File: src/design/nsp_pkg.sv
// ----------------------------------------------------------------------------
// nsp_pkg
// Shared types, constants and helper functions of the NMEA sentence parser.
// ----------------------------------------------------------------------------
package nsp_pkg;

	// sentence-type characters kept per sentence
	localparam int TYPE_CHARS = 3;
	// type register, never narrower than the 24 reported bits
	localparam int TYPE_W     = (TYPE_CHARS > 3) ? 8 * TYPE_CHARS : 24;
	// data field limit of the field counter
	localparam int MAX_FIELDS = 64;
	localparam int FIELD_CAP  = (MAX_FIELDS > 127) ? 127 : MAX_FIELDS;

	// framing characters
	localparam logic [7:0] CH_DOLLAR = 8'h24;
	localparam logic [7:0] CH_STAR   = 8'h2A;
	localparam logic [7:0] CH_COMMA  = 8'h2C;

	// known sentence types, first character in the high byte
	localparam logic [23:0] TYPE_GGA = 24'h474741;
	localparam logic [23:0] TYPE_RMC = 24'h524D43;
	localparam logic [23:0] TYPE_GSA = 24'h475341;
	localparam logic [23:0] TYPE_GSV = 24'h475356;
	localparam logic [23:0] TYPE_VTG = 24'h565447;

	// parser phase
	typedef enum logic [2:0] {
		PH_HUNT  = 3'd0,
		PH_TALK1 = 3'd1,
		PH_TALK2 = 3'd2,
		PH_TYPE  = 3'd3,
		PH_DATA  = 3'd4,
		PH_SUM1  = 3'd5,
		PH_SUM2  = 3'd6
	} phase_t;

	// kind of a result beat
	typedef enum logic [1:0] {
		KIND_DATA  = 2'd0,
		KIND_FIELD = 2'd1,
		KIND_END   = 2'd2
	} kind_t;

	// sentence type codes
	typedef enum logic [2:0] {
		TC_UNKNOWN = 3'd0,
		TC_GGA     = 3'd1,
		TC_RMC     = 3'd2,
		TC_GSA     = 3'd3,
		TC_GSV     = 3'd4,
		TC_VTG     = 3'd5
	} type_code_t;

	// one result beat
	typedef struct packed {
		kind_t       kind;
		logic [7:0]  char_value;
		logic [5:0]  field_index;
		logic [15:0] talker_code;
		logic [23:0] type_chars;
		logic [3:0]  type_length;
		type_code_t  type_code;
		logic [6:0]  field_count;
		logic        checksum_ok;
		logic [7:0]  sum_computed;
		logic [7:0]  sum_received;
	} result_t;

	// hex digit value, anything else counts as zero
	function automatic logic [3:0] hex_value(input logic [7:0] c);
		logic [3:0] v;
		v = 4'd0;
		if (c >= 8'h30 && c <= 8'h39) begin
			v = 4'(c - 8'h30);
		end else if (c >= 8'h41 && c <= 8'h46) begin
			v = 4'(c - 8'h37);
		end else if (c >= 8'h61 && c <= 8'h66) begin
			v = 4'(c - 8'h57);
		end
		return v;
	endfunction

	// sentence type code from stored type characters
	function automatic type_code_t type_code_of(input logic [TYPE_W-1:0] t,
			input logic [3:0] len);
		type_code_t tc;
		tc = TC_UNKNOWN;
		if (len == 4'd3 && t == TYPE_W'(t[23:0])) begin
			if (t[23:0] == TYPE_GGA)      tc = TC_GGA;
			else if (t[23:0] == TYPE_RMC) tc = TC_RMC;
			else if (t[23:0] == TYPE_GSA) tc = TC_GSA;
			else if (t[23:0] == TYPE_GSV) tc = TC_GSV;
			else if (t[23:0] == TYPE_VTG) tc = TC_VTG;
		end
		return tc;
	endfunction

endpackage

File: src/design/nsp_rx_if.sv
// ----------------------------------------------------------------------------
// nsp_rx_if
// Byte channel into the parser: valid, ready and one received character.
// ----------------------------------------------------------------------------
interface nsp_rx_if;
	logic       valid;
	logic       ready;
	logic [7:0] rx_byte;

	modport source (output valid, output rx_byte, input ready);
	modport sink   (input valid, input rx_byte, output ready);
endinterface

File: src/design/nsp_res_if.sv
// ----------------------------------------------------------------------------
// nsp_res_if
// Result channel out of the parser: valid, ready and one result beat.
// ----------------------------------------------------------------------------
interface nsp_res_if;
	logic        valid;
	logic        ready;
	logic [1:0]  kind;
	logic [7:0]  char_value;
	logic [5:0]  field_index;
	logic [15:0] talker_code;
	logic [23:0] type_chars;
	logic [3:0]  type_length;
	logic [2:0]  type_code;
	logic [6:0]  field_count;
	logic        checksum_ok;
	logic [7:0]  sum_computed;
	logic [7:0]  sum_received;

	modport source (output valid, input ready, output kind, output char_value,
		output field_index, output talker_code, output type_chars,
		output type_length, output type_code, output field_count,
		output checksum_ok, output sum_computed, output sum_received);
	modport sink (input valid, output ready, input kind, input char_value,
		input field_index, input talker_code, input type_chars,
		input type_length, input type_code, input field_count,
		input checksum_ok, input sum_computed, input sum_received);
endinterface

File: src/design/nmea_sentence_parser.sv
// ----------------------------------------------------------------------------
// nmea_sentence_parser
// Frames NMEA 0183 sentences from a byte stream: streams data characters and
// field ends, then gives a sentence-end beat with header and checksum check.
// ----------------------------------------------------------------------------
//  channel  dir  payload                                   handshake
//  rx       in   rx_byte                                   valid / ready
//  result   out  kind, char_value, field_index, talker,    valid / ready
//                type, field_count, checksum fields
//
//  One byte is taken per cycle while rx.ready is high; any result beat it
//  causes appears in the output register on the next cycle. Only parser
//  state and that register store; unstalled throughput is one byte per clock.
//  rx.ready is low only while a result beat waits and result.ready is low.
//  arst_n clears the parser to hunting and drops the output valid.
// ----------------------------------------------------------------------------
module nmea_sentence_parser
	import nsp_pkg::*;
(
	input  logic      clk,
	input  logic      arst_n,
	nsp_rx_if.sink    rx,
	nsp_res_if.source result
);

	phase_t            phase_q, phase_d;
	logic [7:0]        xor_q, xor_d;
	logic [15:0]       talker_q, talker_d;
	logic [TYPE_W-1:0] type_q, type_d;
	logic [3:0]        type_cnt_q, type_cnt_d;
	logic [6:0]        fcnt_q, fcnt_d;
	logic [3:0]        sum_hi_q, sum_hi_d;

	logic              res_valid_q;
	result_t           res_q, res_d;
	logic              emit;
	logic              take;
	logic [7:0]        b;
	logic [5:0]        cur_index;
	logic [7:0]        recv;

	// accept while the output register is free or being drained
	assign rx.ready = !res_valid_q || result.ready;
	assign take     = rx.valid && rx.ready;
	assign b        = rx.rx_byte;

	// field index saturates at 63
	assign cur_index = (fcnt_q > 7'd63) ? 6'd63 : fcnt_q[5:0];
	assign recv      = {sum_hi_q, hex_value(b)};

	// next state of the parser
	always_comb begin
		phase_d    = phase_q;
		xor_d      = xor_q;
		talker_d   = talker_q;
		type_d     = type_q;
		type_cnt_d = type_cnt_q;
		fcnt_d     = fcnt_q;
		sum_hi_d   = sum_hi_q;
		unique case (phase_q)
			PH_HUNT: begin
				if (b == CH_DOLLAR) begin
					phase_d = PH_TALK1;
					xor_d   = 8'd0;
				end
			end
			PH_TALK1: begin
				talker_d = {b, 8'd0};
				xor_d    = xor_q ^ b;
				phase_d  = PH_TALK2;
			end
			PH_TALK2: begin
				talker_d   = {talker_q[15:8], b};
				xor_d      = xor_q ^ b;
				type_d     = '0;
				type_cnt_d = 4'd0;
				phase_d    = PH_TYPE;
			end
			PH_TYPE: begin
				xor_d = xor_q ^ b;
				if (b == CH_COMMA) begin
					fcnt_d  = 7'd0;
					phase_d = PH_DATA;
				end else begin
					if (32'(type_cnt_q) < TYPE_CHARS) begin
						type_d = {type_q[TYPE_W-9:0], b};
					end
					if (type_cnt_q != 4'd15) begin
						type_cnt_d = type_cnt_q + 4'd1;
					end
				end
			end
			PH_DATA: begin
				if (b == CH_STAR || b == CH_COMMA) begin
					if (b == CH_COMMA) begin
						xor_d = xor_q ^ b;
					end else begin
						phase_d = PH_SUM1;
					end
					if (32'(fcnt_q) < FIELD_CAP) begin
						fcnt_d = fcnt_q + 7'd1;
					end
				end else begin
					xor_d = xor_q ^ b;
				end
			end
			PH_SUM1: begin
				sum_hi_d = hex_value(b);
				phase_d  = PH_SUM2;
			end
			PH_SUM2: begin
				phase_d = PH_HUNT;
			end
			default: begin
				phase_d = PH_HUNT;
			end
		endcase
	end

	// result beat caused by this byte
	always_comb begin
		emit  = 1'b0;
		res_d = '0;
		unique case (phase_q)
			PH_DATA: begin
				emit              = 1'b1;
				res_d.field_index = cur_index;
				if (b == CH_STAR || b == CH_COMMA) begin
					res_d.kind = KIND_FIELD;
				end else begin
					res_d.kind       = KIND_DATA;
					res_d.char_value = b;
				end
			end
			PH_SUM2: begin
				emit               = 1'b1;
				res_d.kind         = KIND_END;
				res_d.talker_code  = talker_q;
				res_d.type_chars   = type_q[23:0];
				res_d.type_length  = type_cnt_q;
				res_d.type_code    = type_code_of(type_q, type_cnt_q);
				res_d.field_count  = fcnt_q;
				res_d.checksum_ok  = (recv == xor_q);
				res_d.sum_computed = xor_q;
				res_d.sum_received = recv;
			end
			default: begin
				emit = 1'b0;
			end
		endcase
	end

	// parser state registers
	always_ff @(posedge clk or negedge arst_n) begin
		if (!arst_n) begin
			phase_q    <= PH_HUNT;
			xor_q      <= 8'd0;
			talker_q   <= 16'd0;
			type_q     <= '0;
			type_cnt_q <= 4'd0;
			fcnt_q     <= 7'd0;
			sum_hi_q   <= 4'd0;
		end else if (take) begin
			phase_q    <= phase_d;
			xor_q      <= xor_d;
			talker_q   <= talker_d;
			type_q     <= type_d;
			type_cnt_q <= type_cnt_d;
			fcnt_q     <= fcnt_d;
			sum_hi_q   <= sum_hi_d;
		end
	end

	// output register valid
	always_ff @(posedge clk or negedge arst_n) begin
		if (!arst_n) begin
			res_valid_q <= 1'b0;
		end else if (rx.ready) begin
			res_valid_q <= take && emit;
		end
	end

	// output register payload
	always_ff @(posedge clk) begin
		if (take && emit) begin
			res_q <= res_d;
		end
	end

	// drive the result channel
	assign result.valid        = res_valid_q;
	assign result.kind         = res_q.kind;
	assign result.char_value   = res_q.char_value;
	assign result.field_index  = res_q.field_index;
	assign result.talker_code  = res_q.talker_code;
	assign result.type_chars   = res_q.type_chars;
	assign result.type_length  = res_q.type_length;
	assign result.type_code    = res_q.type_code;
	assign result.field_count  = res_q.field_count;
	assign result.checksum_ok  = res_q.checksum_ok;
	assign result.sum_computed = res_q.sum_computed;
	assign result.sum_received = res_q.sum_received;

endmodule
File: src/flat_wrapper.sv
// flat-port wrapper written by rule: the top's interface ports become plain ports
module nmea_sentence_parser_flat import nsp_pkg::*;
  (clk, arst_n, rx_valid, rx_rx_byte, rx_ready, result_valid, result_ready, result_kind, result_char_value, result_field_index, result_talker_code, result_type_chars, result_type_length, result_type_code, result_field_count, result_checksum_ok, result_sum_computed, result_sum_received);
  nsp_rx_if rx_i ();
  nsp_res_if result_i ();
  input  logic clk;
  input  logic arst_n;
  input wire logic [$bits(rx_i.valid)-1:0] rx_valid;
  input wire logic [$bits(rx_i.rx_byte)-1:0] rx_rx_byte;
  output wire logic [$bits(rx_i.ready)-1:0] rx_ready;
  output wire logic [$bits(result_i.valid)-1:0] result_valid;
  input wire logic [$bits(result_i.ready)-1:0] result_ready;
  output wire logic [$bits(result_i.kind)-1:0] result_kind;
  output wire logic [$bits(result_i.char_value)-1:0] result_char_value;
  output wire logic [$bits(result_i.field_index)-1:0] result_field_index;
  output wire logic [$bits(result_i.talker_code)-1:0] result_talker_code;
  output wire logic [$bits(result_i.type_chars)-1:0] result_type_chars;
  output wire logic [$bits(result_i.type_length)-1:0] result_type_length;
  output wire logic [$bits(result_i.type_code)-1:0] result_type_code;
  output wire logic [$bits(result_i.field_count)-1:0] result_field_count;
  output wire logic [$bits(result_i.checksum_ok)-1:0] result_checksum_ok;
  output wire logic [$bits(result_i.sum_computed)-1:0] result_sum_computed;
  output wire logic [$bits(result_i.sum_received)-1:0] result_sum_received;
  assign rx_i.valid = rx_valid;
  assign rx_i.rx_byte = rx_rx_byte;
  assign rx_ready = rx_i.ready;
  assign result_valid = result_i.valid;
  assign result_i.ready = result_ready;
  assign result_kind = result_i.kind;
  assign result_char_value = result_i.char_value;
  assign result_field_index = result_i.field_index;
  assign result_talker_code = result_i.talker_code;
  assign result_type_chars = result_i.type_chars;
  assign result_type_length = result_i.type_length;
  assign result_type_code = result_i.type_code;
  assign result_field_count = result_i.field_count;
  assign result_checksum_ok = result_i.checksum_ok;
  assign result_sum_computed = result_i.sum_computed;
  assign result_sum_received = result_i.sum_received;
  nmea_sentence_parser u_core (.clk(clk), .arst_n(arst_n), .rx(rx_i), .result(result_i));
endmodule
File: config.mk
export PLATFORM = sky130hd
export DESIGN_NAME = nmea_sentence_parser_flat
export DESIGN_NICKNAME = d
export VERILOG_FILES = /design/src/design/nsp_pkg.sv /design/src/design/nsp_rx_if.sv /design/src/design/nsp_res_if.sv /design/src/design/nmea_sentence_parser.sv /design/src/flat_wrapper.sv
export SDC_FILE = /design/constraint.sdc
export NUM_CORES = 1
export LEC_CHECK = 0
export ABC_AREA = 0
export BUFFER_PORTS_ARGS = -buffer_cell sky130_fd_sc_hd__clkbuf_2
export CAP_MARGIN = 15
export CORE_MARGIN = 4
export CORE_UTILIZATION = 51
export CTS_CLUSTER_DIAMETER = 30
export DETAILED_ROUTE_END_ITERATION = 10
export GPL_ROUTABILITY_DRIVEN = 0
export PLACE_DENSITY = 0.75
export SYNTH_ARGS = -nofsm -noshare
export SYNTH_HDL_FRONTEND = slang
export SYNTH_SLANG_ARGS = --single-unit
export TNS_END_PERCENT = 1
File: constraint.sdc
create_clock -name clk -period 5.25 [get_ports clk]
set_input_delay 0 -clock clk [delete_from_list [all_inputs] [get_ports clk]]
set_output_delay 0 -clock clk [all_outputs]
set_load 0.01 [all_outputs]
# == Yosys cells after proc, flatten, opt, wreduce, memory -nomap -nowiden ==
# Cells that the tools add are included.
# totals
out_inout_bits,89
regBits,154
in_bits,12
# classes
n_bitwise,5
n_reduce_logical,27
magnitude_cmp,9
eq_ne,26
add_sub_neg,5
muxes,32
# op_table
cell,n
== test 24 x 23 -> 1 bit (second input constant),5
two-way mux 24 bit,2
one-hot mux 24 bit (2 select lines),1
one-hot mux 16 bit (2 select lines),1
== test 8 x 6 -> 1 bit (second input constant),3
two-way mux 8 bit,3
one-hot mux 8 bit (3 select lines),1
two-way mux 7 bit,3
two-way mux 4 bit,5
two-way mux 3 bit,6
one-hot mux 3 bit (6 select lines),1
>= comparator 8 x 7 -> 1 bit (second input constant),2
<= comparator 8 x 7 -> 1 bit (second input constant),2
one-hot mux 7 bit (2 select lines),1
inequality test 2 x 1 -> 1 bit (second input constant),6
AND reduction 4 bit,3
AND reduction 5 bit,2
== test 3 bit (second input constant),3
== test 8 bit,1
>= comparator 8 x 6 -> 1 bit (second input constant),1
<= comparator 8 x 6 -> 1 bit (second input constant),1
one-hot mux 4 bit (2 select lines),1
subtractor 4 x 3 -> 4 bit (second input constant),2
bitwise XOR 8 bit,1
other kinds (28),47

# == Longest topological paths before layout ==
# logic_depth
depth_word,6
ltp_mapped,10
depth_no_buf,8

# == Worst setup path before layout ==
# No wires, ideal clock.
# synth_path
kind,register to register
from,register u_core.res_valid_q (netlist: u_core.result.valid)
to,"register u_core.res_q, in the netlist u_core.result.char_value[0], enable pin"
path_buffers,1
stages_incl_launch_ff,6
slack_ns,0.044
setup_time_ns,0.533
t_arrival_ns,4.672
cell_sequence,dfrtp_1 > nand2b_1 > and2_1 > clkbuf_1 > nand2_1 > nor2_1
# synth_between
elab_chain_len,4
# synth_lines
item,line_no,rtl
from (decl),nmea_sentence_parser.sv:34,logic res_valid_q;
from (signal assigned),nmea_sentence_parser.sv:179,res_valid_q <= take && emit;
logical NOT 1 bit,nmea_sentence_parser.sv:43,assign rx.ready = !res_valid_q || result.ready;
logical OR 1 bit,nmea_sentence_parser.sv:43,
named net rx_ready,flat_wrapper.sv:10,output wire logic [$bits(rx_i.ready)-1:0] rx_ready;
logical AND 1 bit,nmea_sentence_parser.sv:44,assign take = rx.valid && rx.ready;
logical AND 1 bit,nmea_sentence_parser.sv:185,if (take && emit) begin
to (signal assigned),nmea_sentence_parser.sv:186,res_q <= res_d;
to (decl),nmea_sentence_parser.sv:35,"result_t res_q, res_d;"
# The timed path passes the listed nets, and every way through them passes these cells.
# A chain may end at the register's enable or synchronous reset.

# == Worst setup path in the final report ==
# layout_path
from,register u_core.res_valid_q (netlist: u_core.result.valid)
to,"register u_core.res_q, in the netlist u_core.result.talker_code[0], enable pin"
# layout_between
elab_chain_len,4
# layout_lines
item,line_no
logical NOT 1 bit,nmea_sentence_parser.sv:43
logical OR 1 bit,nmea_sentence_parser.sv:43
logical AND 1 bit,nmea_sentence_parser.sv:44
logical AND 1 bit,nmea_sentence_parser.sv:185
# Every way passes these cells.

==> summary by stage <==
Floorplan
The total number of placement rows is 41. The initial cell density of the core is 52.8%. The die is 123 um tall.

The area of the core is 12800 sq um. The die width is 123 um. 101 I/O pins were placed. The die area is 15100 sq um.

Synthesis
In this run, synthesis produced a sequential element count of 154. Summing the sequential cell areas from Yosys gives 63.6% of the chip area. The largest area contributor in the synthesized netlist is sky130_fd_sc_hd__edfxtp_1. The number of distinct library cells after synthesis is 59. Counting flops with a built-in enable in the synthesized netlist gives 87. The number of warnings issued by yosys is 0. The main flop type after synthesis is sky130_fd_sc_hd__edfxtp_1. For this run, asynchronously set or reset flops after synthesis account for 43.5%. When the netlist entered floorplanning its net count stood at 598. The post-synthesis instance area is 6740 sq um. Counting every instance in the synthesized netlist gives 580. In the post-synthesis netlist, the biggest area contributors are sky130_fd_sc_hd__edfxtp_1 39%, sky130_fd_sc_hd__dfrtp_1 25%, sky130_fd_sc_hd__and2_1 6.8%, sky130_fd_sc_hd__nand2_1 5.1%, sky130_fd_sc_hd__nor2_1 2.6%. The top cell type's share of synthesized area is 38.7%. The average instance area after synthesis is 11.6 sq um.

Min path
The path class of the tightest hold or removal check is in2reg.

Timing
The worst hold margin is 32.0 ps. Setup repair after global routing left no endpoint under its margin. For the final routed database, the setup TNS stands at 0 ps. In the finished design, the share of the clock period the worst path needs comes to 54.8%.

Setup violations remaining at the end of the flow were counted as 0. For the pin with the worst max-slew slack, the measured transition is 1110 ps. The clock arrives with 6.98 ps of skew. The relative max-transition margin is 26.3%. The final max-slew violation count is 0.

The number of hold violations in the final report is 0. The fmax is 347 MHz. The time the final worst path needs with I/O delays and setup is 2880 ps.

In the post-route analysis, the smallest setup slack over all paths is 2370 ps.

Routing
The DRC violation count after routing is 0. The first detailed-routing pass took 5 iterations. Across all layers, the routed design uses 4536 vias. In this run, the number of DRC markers left after iteration 0 of detailed routing was 401. The remaining antenna violation count after routing is 0. The vias per cell is 5.25. The final layout contains routed wiring with a total length of 14100 um.

The per-cell routed wire length is 16.3 um.

Critical path
The gate family responsible for the most delay along the worst path is simple AND/OR/NAND/NOR gates. STA classifies the critical path endpoint as a register. The critical path is of the reg2reg type. The slowest stage of the critical path belongs to the cell sky130_fd_sc_hd__nor2_4. The signal on the critical path passes through nand2b_1 > and2_1 > nand2_1 > nor2_4 > buf_4. Counting both buffers and inverters, the worst setup path holds a total of 1. For this run, the slowest stage of the critical path takes 780 ps. At the worst endpoint, the arrival time is 2920 ps. Along the worst path, the maximum fanout reaches 53.

STA classifies the critical path startpoint as a register. Data on the critical path is required at its endpoint by 5290 ps.

Pwr
The reported leakage power is 3.41 nW. The total chip power is 0.00335 W. In this run the power density over the cells is 417 nW/um^2. The worst voltage drop across the vdd grid is 0.259 mV.

Clock network
The maximum level of the CTS H-tree is 4. The clock sink count is 154. The number of buffers inserted to repair setup after CTS is 0. The longest clock path from root to sink contains 2 buffers. The source-to-sink clock delay at the later pin of the worst-skew pair is 410 ps. The clock tree from TritonCTS is done. The cell sitting at the root of the clock tree is a sky130_fd_sc_hd__clkbuf_16. The number of buffers inserted during clock tree synthesis is 17.

Clock-pin slew was measured on the worst setup and hold paths at 60 ps.

Final layout
The multi-input combinational cells in the finished layout cover a total of 2270 sq um. The final layout contains 697 nets. The post-synthesis to final-layout area growth is 19.0%. The post-route netlist has 22.0% of its cells at a drive strength greater than 1.

Across the whole layout, storage elements account for 4290 sq um. The repair_antennas step left the layout with diodes totalling 0. Leaving out fill and tap cells, the most frequent cells in the layout are 99 x sky130_fd_sc_hd__clkbuf_2, 91 x sky130_fd_sc_hd__nand2_1, 87 x sky130_fd_sc_hd__edfxtp_1, 73 x sky130_fd_sc_hd__and2_1, 67 x sky130_fd_sc_hd__dfrtp_1. For this run, the share of the core covered by cells in the final layout is 62.8%. Leaving out fill and tap cells, the most frequent cell in the layout is sky130_fd_sc_hd__clkbuf_2.

The count of filler cells inserted in the layout is 1004.

Placed design
After legalization and detailed placement, the total HPWL measured 9240 um. The placement-stage worst setup slack is 2340 ps. In this run the tool buffered the top-level ports with 100 buffer cells.

Global route
The overall overflow remaining after global route is 0. The initial antenna violation count came to 0. The number of global-route vias before repair was 4544. The first global-routing pass estimated 23300 um of wire. Across every metal layer, demand over resource in global routing totals 19.7%.

The largest net degree at the start of global routing is 68.

Run status
The run finished with clean final reports.

Flow run
The reported max-cap violation count is 0.
[what timing repair did]
action                                  in CTS  in global routing
endpoints found under the setup margin       0                  0
endpoints found under the hold margin       79                  0
hold buffers                                 9                  0
resized for setup                            0                  0
[where the power goes]
| group | switching, W | leakage (nW) | internal, W |
|---|---|---|---|
| combinational | 0.000293 | 1.38 | 0.000187 |
| clock | 0.000465 | 0.283 | 0.000771 |
| sequential | 0.000202 | 1.74 | 0.00143 |
[through the flow]
step / std cells / instance area [sq um]
after detailed placement: 823 / 7330
after global routing: 864 / 8020
after CTS: 864 / 8020
after floorplan: 580 / 6740
after global placement: 823 / 7330
final: 864 / 8020
[worst paths after layout]
kind / from / end / slack, ps / depth (start not counted)
max: u_core.result.valid$_DFFE_PN0N_ / u_core.result.talker_code[0]$_SDFFCE_PN0P_ / 2370 / 5
min: rx_rx_byte[2] / u_core.talker_q[10]$_DFFE_PN0P_ / 30 / 3
max reg2reg: u_core.result.valid$_DFFE_PN0N_ / u_core.result.talker_code[0]$_SDFFCE_PN0P_ / 2370 / 5
min reg2reg: u_core.talker_q[12]$_DFFE_PN0P_ / u_core.talker_q[12]$_DFFE_PN0P_ / 470 / 2
max in group asynchronous: arst_n / u_core.type_q[13]$_DFFE_PN0P_ / 4380 / 3
min in group asynchronous: arst_n / u_core.sum_hi_q[0]$_DFFE_PN0P_ / 330 / 3
[synth_stat cells (3+ instances only)]
library cell,count
sky130_fd_sc_hd__a21o_1,3
sky130_fd_sc_hd__a21oi_1,6
sky130_fd_sc_hd__a22o_1,8
sky130_fd_sc_hd__a31oi_1,4
sky130_fd_sc_hd__and2_1,73
sky130_fd_sc_hd__and3_1,3
sky130_fd_sc_hd__buf_2,6
sky130_fd_sc_hd__buf_6,4
sky130_fd_sc_hd__clkbuf_1,19
sky130_fd_sc_hd__dfrtp_1,67
sky130_fd_sc_hd__edfxtp_1,87
sky130_fd_sc_hd__ha_1,6
sky130_fd_sc_hd__inv_1,6
sky130_fd_sc_hd__nand2_1,91
sky130_fd_sc_hd__nand2b_1,7
sky130_fd_sc_hd__nand3_1,17
sky130_fd_sc_hd__nand3b_1,3
sky130_fd_sc_hd__nand4_1,5
sky130_fd_sc_hd__nor2_1,47
sky130_fd_sc_hd__nor2b_1,3
sky130_fd_sc_hd__nor3_1,5
sky130_fd_sc_hd__nor3b_1,3
sky130_fd_sc_hd__o21ai_0,33
sky130_fd_sc_hd__o21ai_1,5
sky130_fd_sc_hd__o31ai_1,8
sky130_fd_sc_hd__or3_1,3
sky130_fd_sc_hd__xnor2_1,3
sky130_fd_sc_hd__xor2_1,14
[registers in the layout, indices dropped and copies added (netlist names), 6 cells and up]
register and cells:
u_core.fcnt_q 7, u_core.result.char_value 8, u_core.result.field_count 7, u_core.result.field_index 6, u_core.result.sum_computed 8, u_core.result.sum_received 8
u_core.result.talker_code 16, u_core.result.type_chars 24, u_core.talker_q 16, u_core.type_q 24, u_core.xor_q 8
[worst reg2reg max path: stages (launching register included)]
cell and delay (ps):
sky130_fd_sc_hd__dfrtp_1 390, sky130_fd_sc_hd__nand2b_1 140, sky130_fd_sc_hd__and2_1 330, sky130_fd_sc_hd__nand2_1 160, sky130_fd_sc_hd__nor2_4 780, sky130_fd_sc_hd__buf_4 660
[cell families after synthesis]
| kind of cell | count (synthesis) | share of synthesized area, % |
|---|---|---|
| and+or+nand+nor | 283 | 22.1 |
| adders and majority gates | 6 | 1.11 |
| muxes | 4 | 0.705 |
| xor gates and xnor gates | 17 | 2.21 |
| AOI/OAI and AO/OA | 77 | 7.44 |
| DFF | 154 | 63.6 |
| buffers and inverters | 39 | 2.80 |
[cell type report]
cell class | instances | area share [%]
Clock buffer | 21 | 5.74
Sequential cell | 154 | 53.5
Multi-Input combinational cell | 387 | 28.3
Timing Repair Buffer | 113 | 7.73
Tap cell | 172 | 2.68
Inverter | 6 | 0.281
Clock inverter | 11 | 1.78
[layer usage]
layer	share of wire [%]	GRT usage, %
met5	0	0
met4	1.1	7.27
met3	5.0	4.16
met2	48	31.1
met1	45	27.3
Note: power is estimated with default switching activity, not from simulation.
